==> src/design/sdmb_pkg.sv <==
// Shared constants, codes and types of the serial debug memory bridge.
package sdmb_pkg;

   // Frame and window sizes
   localparam int MAX_FRAME = 29;
   localparam int MAX_READ = 27;
   localparam int WIN_BYTES = 4096;

   localparam int WIN_AW = $clog2(WIN_BYTES);
   localparam int FRAME_AW = $clog2(MAX_FRAME);
   localparam int LEN_W = $clog2(MAX_FRAME + 1);
   localparam int IDX_MAX = (MAX_READ > MAX_FRAME) ? MAX_READ : MAX_FRAME;
   localparam int IDX_W = $clog2(IDX_MAX + 1);

   // Reset values of the configuration registers
   localparam logic [31:0] RESET_BASE = 32'h2000_0000;
   localparam logic [7:0] RESET_HEADER = 8'hDB;

   // Byte positions inside a frame
   localparam int LEN_AT = 1;
   localparam int CMD_AT = 2;
   localparam int BODY_AT = 3;
   localparam int BODY_BYTES = 5;
   localparam int DATA_AT = 7;
   localparam int MIN_LEN = 3;
   localparam int READ_MIN_LEN = 8;
   localparam int REPLY_HDR_LEN = 3;

   // Commands
   localparam logic [7:0] CMD_READ = 8'd0;
   localparam logic [7:0] CMD_WRITE = 8'd1;
   localparam logic [7:0] CMD_RESET = 8'd2;

   // Result kinds
   localparam logic KIND_TX = 1'b0;
   localparam logic KIND_RESET = 1'b1;

   // Configuration register indexes
   typedef enum logic [0:0] {
      CSR_WINDOW_BASE = 1'b0,
      CSR_HEADER_BYTE = 1'b1
   } csr_index_type;

   // Fields of a collected frame
   typedef struct packed {
      logic [7:0] cmd;
      logic [LEN_W-1:0] len;
      logic [7:0] cnt;
      logic [31:0] waddr;
      logic [31:0] raddr;
   } frame_type;

endpackage

==> src/design/sdmb_rx.sv <==
// Frame receiver: header hunt, field capture and the frame byte buffer.
module sdmb_rx (
   input logic clock,
   input logic reset,
   input logic in_fire,
   input logic [7:0] in_byte,
   input logic [7:0] header_byte,
   input logic [sdmb_pkg::FRAME_AW-1:0] rd_addr,
   output logic done,
   output sdmb_pkg::frame_type frame,
   output logic [7:0] rd_data
);
   import sdmb_pkg::*;

   logic col_ff, col_in;
   logic [FRAME_AW-1:0] cnt_ff, cnt_in;
   logic [LEN_W-1:0] len_ff, len_in;
   logic [7:0] cmd_ff, cmd_in;
   logic [7:0] body_ff [BODY_BYTES];
   logic [7:0] body_in [BODY_BYTES];
   logic done_ff, done_in;
   logic buf_we;
   logic [7:0] buf_mem [MAX_FRAME];
   logic [7:0] rd_data_ff;

   always_comb begin
      col_in = col_ff;
      cnt_in = cnt_ff;
      len_in = len_ff;
      cmd_in = cmd_ff;
      body_in = body_ff;
      done_in = 1'b0;
      buf_we = 1'b0;
      if (in_fire) begin
         if (!col_ff) begin
            if (in_byte == header_byte) begin
               col_in = 1'b1;
               cnt_in = FRAME_AW'(1);
            end
         end else begin
            buf_we = 1'b1;
            if (cnt_ff == FRAME_AW'(LEN_AT)) begin
               if (in_byte < 8'(MIN_LEN) || in_byte > 8'(MAX_FRAME)) begin
                  col_in = 1'b0;
                  cnt_in = '0;
               end else begin
                  len_in = LEN_W'(in_byte);
                  cnt_in = cnt_ff + FRAME_AW'(1);
               end
            end else begin
               if (cnt_ff == FRAME_AW'(CMD_AT))
                  cmd_in = in_byte;
               for (int k = 0; k < BODY_BYTES; k++) begin
                  if (cnt_ff == FRAME_AW'(BODY_AT + k))
                     body_in[k] = in_byte;
               end
               if (LEN_W'(cnt_ff) + LEN_W'(1) >= len_ff) begin
                  done_in = 1'b1;
                  col_in = 1'b0;
                  cnt_in = '0;
               end else begin
                  cnt_in = cnt_ff + FRAME_AW'(1);
               end
            end
         end
      end
   end

   always_ff @(posedge clock) begin
      if (reset) begin
         col_ff <= 1'b0;
         cnt_ff <= '0;
         done_ff <= 1'b0;
      end else begin
         col_ff <= col_in;
         cnt_ff <= cnt_in;
         done_ff <= done_in;
      end
      len_ff <= len_in;
      cmd_ff <= cmd_in;
      body_ff <= body_in;
   end

   // Frame buffer, one write and one registered read per cycle
   always_ff @(posedge clock) begin
      if (buf_we)
         buf_mem[cnt_ff] <= in_byte;
      rd_data_ff <= buf_mem[rd_addr];
   end

   assign done = done_ff;
   assign rd_data = rd_data_ff;
   assign frame.cmd = cmd_ff;
   assign frame.len = len_ff;
   assign frame.cnt = body_ff[0];
   assign frame.waddr = {body_ff[3], body_ff[2], body_ff[1], body_ff[0]};
   assign frame.raddr = {body_ff[4], body_ff[3], body_ff[2], body_ff[1]};

endmodule

==> config.mk <==
export PLATFORM = sky130hd
export DESIGN_NAME = sdmb_rx
export DESIGN_NICKNAME = d
export VERILOG_FILES = /design/src/design/sdmb_pkg.sv /design/src/design/sdmb_rx.sv
export SDC_FILE = /design/constraint.sdc
export NUM_CORES = 1
export LEC_CHECK = 0
export ABC_CLOCK_PERIOD_IN_PS = 1950
export BUFFER_PORTS_ARGS = -buffer_cell sky130_fd_sc_hd__buf_4
export CAP_MARGIN = 20
export CELL_PAD_IN_SITES_DETAIL_PLACEMENT = 1
export CELL_PAD_IN_SITES_GLOBAL_PLACEMENT = 1
export CORE_MARGIN = 4
export CORE_UTILIZATION = 35
export CTS_CLUSTER_DIAMETER = 120
export DETAILED_ROUTE_END_ITERATION = 10
export PLACE_DENSITY = 0.64
export SYNTH_ARGS = -nofsm -noshare
export SYNTH_HDL_FRONTEND = slang
export SYNTH_SLANG_ARGS = --single-unit
export TNS_END_PERCENT = 100
==> constraint.sdc <==
create_clock -name clock -period 1.95 [get_ports clock]
set_input_delay 0.195 -clock clock [delete_from_list [all_inputs] [get_ports clock]]
set_output_delay 0.195 -clock clock [all_outputs]
set_load 0.02 [all_outputs]
==> impl_results.md, run 1 <==
* Data arrival, critical path at 2480 ps
* Clk Latency, worst-skew pair at between 500 and 600 ps
* Detailed Route WL at 29600 µm
* Initial antenna violation count at 2
* Worst hold path type: in -> reg
* Tcrit/Tclk final at 105%
* Initial Utilization at approximately 36%
* Area Overhead vs Synth at 26.0%
* Num ports at 118
* Pin count of the biggest net entering global routing at 34
* Slew Viols, Final at 0
* Worst ir drop on vdd at 0.566 mV
* Worst-Margin Slew at ~470 ps
* Leak pwr at 5.00 nW
* CP Launch Type: flip-flop
* Clock Sinks at 300
* Maximum fanout along the worst path at 5
* Power per cell area at slightly below 1000 mW/mm²
* Crit-path slowest cell: dfxtp_4
* Post-synth design cell area at around 0.012 mm²
* Setup crit end kind: flip-flop
* CP max stage delay at 360 ps
* Cell count after synthesis at 552
* Final setup fails at 6
* Instance area at placement at 0.0134 mm²
* Netlist cell types at 35
* Final ANT Viol Nets at 0
* CP required at 2380 ps
* Row cnt at 66
* Unrepaired setup endpoints after global routing: yes
* Gr ovfl total at 0
* CTS HTree Levels at 2
* Synth top area cells: edfxtp_1 (74%), mux4_2 (14%), dfxtp_1 (2.6%), buf_4 (2.1%), nor2_1 (1.3%)
* Status: finished, violations left
* Die height at about 190 µm
* Clk slew on worst S/H paths at about 60 ps
* Power Total at 0.0145 W
* CTS root buffer: clkbuf_16
* Clock buffer depth at 3
* Rel. slew slack at 68.8%
* HPWL Detailed at 19600 µm
* Fin worst setup slack at -103 ps
* Die Area at between 0.03 and 0.04 mm²
* Die Wd at roughly 190 µm
* Routed len/inst at 24.6 µm
* Tmin final at 2050 ps
* Placer Congestion at between 0.8 and 0.9
* Synth Net Count at between 500 and 600
* Ys Warns at 0
* Post-layout instance area at roughly 0.015 mm²
* Synth async-reset ratio at 0%
* Filler cell count at 3099
* Max cap viols at 0
* Cts bufs inserted at 34
* Type of the worst setup path: reg -> reg
* Final nets at approximately 770
* Share of layout cells above drive strength 1 at 45.2%
* Synth Flop Type: edfxtp_1
* Synth top cells by count: edfxtp_1 (285), mux4_2 (72), nor2_1 (39)
* Final Core Density at 44.9%
* Setup TNS at -436 ps
* Syn avg cell area at between 20 and 25 µm²
* CORE AREA at 0.0327 mm²
* Vias at 5969
* Synth Register Bits at 300
* Most numerous cell in the Yosys netlist: edfxtp_1
* Drt drc at 0
* Number of global-route vias before repair at ~6600
* DRT iter0 DRCs at roughly 550
* Port Buf Inserts at 117
* Vias per std cell at 4.98
* Final hold violation count at 0
* Initial DRT Pass Iterations at 5
* Register area share after synthesis at 76.1%
* # diodes at 0
* Post-synth EDFFs at 285
* First-pass GRT wire length at 44000 µm
* Cell taking the most area after synthesis: edfxtp_1
* CTS tree: yes
* Clock Skew at around 28 ps
* Tot GR Track Use at 16.4%
* Fmax at a little under 500 MHz
* Synth top area share at 73.5%
* Failing checks: negative setup slack
* CP cell instances: ha_4 > xor2_1 > ha_1 > a211oi_2 > o21ai_2 > a221oi_2 > or2_4 > a32o_1
[where the power goes]
part | total, W | internal (W) | switching (W) | leakage (nW)
clock | 0.00673 | 0.00425 | 0.00248 | 0.580
combinational | 0.000641 | 0.000288 | 0.000353 | 1.74
sequential | 0.00708 | 0.00706 | 0.0000141 | 2.69
total | 0.0145 | 0.0116 | 0.00285 | 5.00
[final cells by class]
class,count,area [µm²],area share (%)
flip-flops and latches,300,8870,60.5
inverters,7,26.3,0.179
clock buffers,43,916,6.24
repair buffers,200,1600,10.9
well taps,442,553,3.77
multi-input cells,189,2440,16.6
clock inverters,18,264,1.80
[sequential cells by signal (all words and copies together), names as in the netlist]
name and cells:
rd_data 8, buf_mem 232, len_ff 5, done 1
cnt_ff 5, frame 40, cmd_ff 8, col_ff 1
[path summary, 6_finish.rpt]
path	startpoint	to	slack, ps	cells after the start
hold reg to reg	cnt_ff[1]$_SDFFE_PP0P_	cnt_ff[1]$_SDFFE_PP0P_	560	1
setup reg to reg	cnt_ff[1]$_SDFFE_PP0P_	cnt_ff[1]$_SDFFE_PP0P_	-100	8
setup / recovery	cnt_ff[1]$_SDFFE_PP0P_	cnt_ff[1]$_SDFFE_PP0P_	-100	8
hold / removal	in_byte[5]	frame[37]$_DFFE_PP_	30	1
[repair_timing]
item,in CTS,in global routing
endpoints found under the hold margin,10,0
cloned,0,0
setup endpoints to repair,6,19
buffers inserted,3,1
resized for setup,4,5
hold buffers,4,0
pin swaps,4,2
[layout by cell type, fill, tap and decap left out, drive strengths merged, types with 3 or more instances in the layout]
master and n:
edfxtp 285, buf 196, mux4 72, clkbuf 43, nor2 39, dfxtp 15
xnor2 10, clkinv 10, mux2 9, ha 9, inv 8, nand3 8
nand2 7, bufinv 7, nor3 6, dlygate4sd3 4, nand3b 3, nand4 3
a32o 3
[through the flow]
| stage | std cells | hold WS, ps | setup WS [ps] |
|---|---|---|---|
| after floorplan | 552 | 255 | -33.9 |
| after global placement | 1130 | 404 | -145 |
| after detailed placement | 1130 | 410 | -225 |
| after CTS | 1198 | 0.204 | -126 |
| after global routing | 1199 | 2.42 | -203 |
| final | 1199 | 33.7 | -103 |
[worst max-delay path, delay by kind of cell (launching register included)]
family          cells  cell delay (ps)
fa+ha+maj           2              480
compound gates      4              800
simple gates        1              200
flops               1              360
xor+xnor            1              140
[metal layers]
layer  track usage (%)  up-vias  share of wire (%)  wire, µm
met2              26.2      219                 48     14100
met1              23.3     3136                 44     13100
li1                  -     2573                  -         -
met5                 0        -                  0         0
met3              3.22       41                5.9      1730
met4              4.03        0                1.9       576
[kinds of logic (layout without fill, tap and decap cells)]
group | after synthesis | after routing | share of synthesized area (%)
buf+inv | 63 | 268 | 3.41
xor+xnor | 11 | 11 | 0.828
compound gates | 16 | 16 | 1.06
fa+ha+maj | 9 | 9 | 0.968
simple gates | 72 | 72 | 2.82
flops | 300 | 300 | 76.1
mux | 81 | 81 | 14.8
Power figures use the tool's default switching activity.
==> run 2, diff against run 1 <==
==> constraint.sdc (replaced) <==
create_clock -name clock -period 1.95 [get_ports clock]
set_input_delay 0.39 -clock clock [delete_from_list [all_inputs] [get_ports clock]]
set_output_delay 0.39 -clock clock [all_outputs]
set_load 0.02 [all_outputs]
==> run 2 against run 1 <==
Net effect:
- the run still ends with negative setup slack left
- worst setup slack improved by 66 ps
- die area did not move
- register-to-register slack improved by 70 ps
- critical path type unchanged
==> impl_results.md, run 2 (synthesis gave the netlist of run 1 again) <==
* Status: finished, violations left
* Failing checks: negative setup slack
* First-pass GRT wire length at 41200 µm (-6.4%)
* Die Area at 0.0362 mm² (unchanged)
* Power per cell area at 940 mW/mm² (-4.6%)
* Initial antenna violation count at 0 (-2)
* Final setup fails at 4 (-2)
* Worst-Margin Slew at 457 ps (-10.6 ps)
* Cts bufs inserted at 31 (-8.8%)
* Clock buffer depth at 3 (unchanged)
* CTS root buffer: clkbuf_16
* Setup TNS at -96.7 ps (+339 ps)
* Final Instance Count excl. Fillers at 1182 (-1.4%)
* Placer Congestion at 0.727 (-9.2%)
* Worst ir drop on vdd at 0.662 mV (+17%)
* Pin count of the biggest net entering global routing at 34 (unchanged)
* Hold-fix buffers at CTS at 0 (-4)
* Port Buf Inserts at 117 (unchanged)
* Tmin final at 1990 ps (-66.3 ps)
* Max FFs per register at 232 (unchanged)
* Most flop-heavy register: buf_mem
* Met3 Usage GRT at 2.27% (-0.95 points)
* Tot GR Track Use at 15.2% (-1.1 points)
* Commonest non-fill, non-tap cells in the layout: edfxtp_1 (285), buf_4 (178), mux4_2 (72), nor2_1 (39), clkbuf_16 (31)
* Final hold violation count at 0 (unchanged)
* CORE AREA at 0.0327 mm² (unchanged)
* CP Launch Point: cnt_ff[1]$_SDFFE_PP0P_
* Number of global-route vias before repair at 6397 (-2.9%)
* Vias per std cell at 4.91 (-1.3%)
* Type of the worst setup path: reg -> reg
* Setup bufs post-CTS at 0 (-3)
* # diodes at 0 (unchanged)
* Top Usage Layer GRT: met2
* Sequential Area at 0.00887 mm² (unchanged)
* Filler cell count at 3165 (+2.1%)
* Die Wd at 190 µm (unchanged)
* Clock Sinks at 300 (unchanged)
* Area of the multi-input gates at 0.00248 mm² (+1.6%)
* Num ports at 118 (unchanged)
* Inst Count DP at 1124 (-0.53%)
* Max cap viols at 0 (unchanged)
* Initial Utilization at 35.6% (unchanged)
* Detailed Route WL at 27600 µm (-6.5%)
* Clk Latency, worst-skew pair at 560 ps (+50 ps)
* Clock Skew at 11.8 ps (-16.7 ps)
* Routed len/inst at 23.4 µm (-5.2%)
* Met2 global-route usage at 26.0% (-0.21 points)
* CP Capture Point: cnt_ff[1]$_SDFFE_PP0P_
* Drt drc at 0 (unchanged)
* Pre-CTS WS at -340 ps (-114 ps)
* Commonest non-fill, non-tap cell in the layout: edfxtp_1
* Fmax at 503 MHz (+3.3%)
* Worst hold path type: in -> reg
* Fin worst setup slack at -36.8 ps (+66.3 ps)
* Leak pwr at 4.88 nW (-2.5%)
* R2R Setup Slk at -40 ps (+70 ps)
* Data arrival, critical path at 2430 ps (-50 ps)
* Clk slew on worst S/H paths at 60 ps (about the same)
* CP required at 2400 ps (+20 ps)
* Die height at 190 µm (unchanged)
* Row cnt at 66 (unchanged)
* Tcrit/Tclk final at 102% (-3.4 points)
* Final ANT Viol Nets at 0 (unchanged)
* Final nets at 748 (-2.2%)
* Reg-to-reg startpoint: cnt_ff[1]$_SDFFE_PP0P_
* CTS tree: yes
* Unrepaired setup endpoints after global routing: yes
* Setup crit end kind: flip-flop
* Gr ovfl total at 0 (unchanged)
* Maximum fanout along the worst path at 5 (unchanged)
* CTS HTree Levels at 1 (-1)
* DRT iter0 DRCs at 389 (-29%)
* Slew Viols, Final at 0 (unchanged)
* Area Overhead vs Synth at 24.2%
* Power Total at 0.0136 W (-6.0%)
* Share of layout cells above drive strength 1 at 44.9% (-0.31 points)
* HPWL Detailed at 19300 µm (-1.4%)
* Met1 Use GR at 20.5% (-2.8 points)
* RR Endpoint: cnt_ff[1]$_SDFFE_PP0P_
* CP Launch Type: flip-flop
* Rel. slew slack at 69.3% (+0.47 points)
* Vias at 5808 (-2.7%)
* Register-to-Register Path Depth at 8 (unchanged)
* Initial DRT Pass Iterations at 4 (-1)
run 2: cell count changes in the layout (fill, tap and decap cells not counted), moves of 2 or more:
cell / change
buf_4: -11
bufinv_16: -3
clkinvlp_4: +2
clkbuf_16: -4
clkbuf_8: +2
dlygate4sd3_1: -4
run 2: power breakdown:
| part | internal [W] | switching, W | total, W |
|---|---|---|---|
| clock network | 0.00356 | 0.00235 | 0.00591 |
| logic | 0.000283 | 0.000319 | 0.000602 |
| registers | 0.00706 | 0.0000168 | 0.00708 |
run 2: area by class of cell:
class | instances | share of cell area [%]
sequential | 300 | 61.3
clock buffer | 42 | 5.86
timing repair buffer | 186 | 10.4
multi-input combinational | 189 | 17.2
clock inverter | 16 | 1.28
tap | 442 | 3.83
inverter | 7 | 0.182
run 2: how the worst min path moves through the flow:
stage / start / to / cells past startpoint
floorplan: reset / cnt_ff[0]$_SDFFE_PP0P_ / 1
global placement: cnt_ff[1]$_SDFFE_PP0P_ / cnt_ff[1]$_SDFFE_PP0P_ / 1
detailed placement: cnt_ff[1]$_SDFFE_PP0P_ / cnt_ff[1]$_SDFFE_PP0P_ / 1
CTS: reset / cnt_ff[0]$_SDFFE_PP0P_ / 2
global route: reset / cnt_ff[0]$_SDFFE_PP0P_ / 2
finish: reset / cnt_ff[0]$_SDFFE_PP0P_ / 2
run 2: critical path: stages, from the launching register on:
cell      delay [ps]
dfxtp_4          380
ha_4             160
nand3_1          120
xnor2_2          170
ha_1             280
o21a_1           180
a221oi_4          90
or2_4            270
a32o_1           240
run 2: repair_timing:
item | in CTS | in global routing
gates resized for setup | 6 | 7
endpoints found under the setup margin | 6 | 27
pin swaps | 3 | 4
run 2: per-layer routing:
metal	vias to the layer above	routed length, µm
met5	-	0
met4	0	700
met3	41	1380
met2	163	14000
met1	3066	11600
li1	2538	-
run 2: stage by stage:
stage	util (%)	instance area, µm²	hold WS (ps)
global placement	40.8	13300	530
finish	44.2	14500	37.4
floorplan	-	11700	450
CTS	44.1	14400	9.84
global route	44.2	14500	30.5
detailed placement	40.8	13300	548
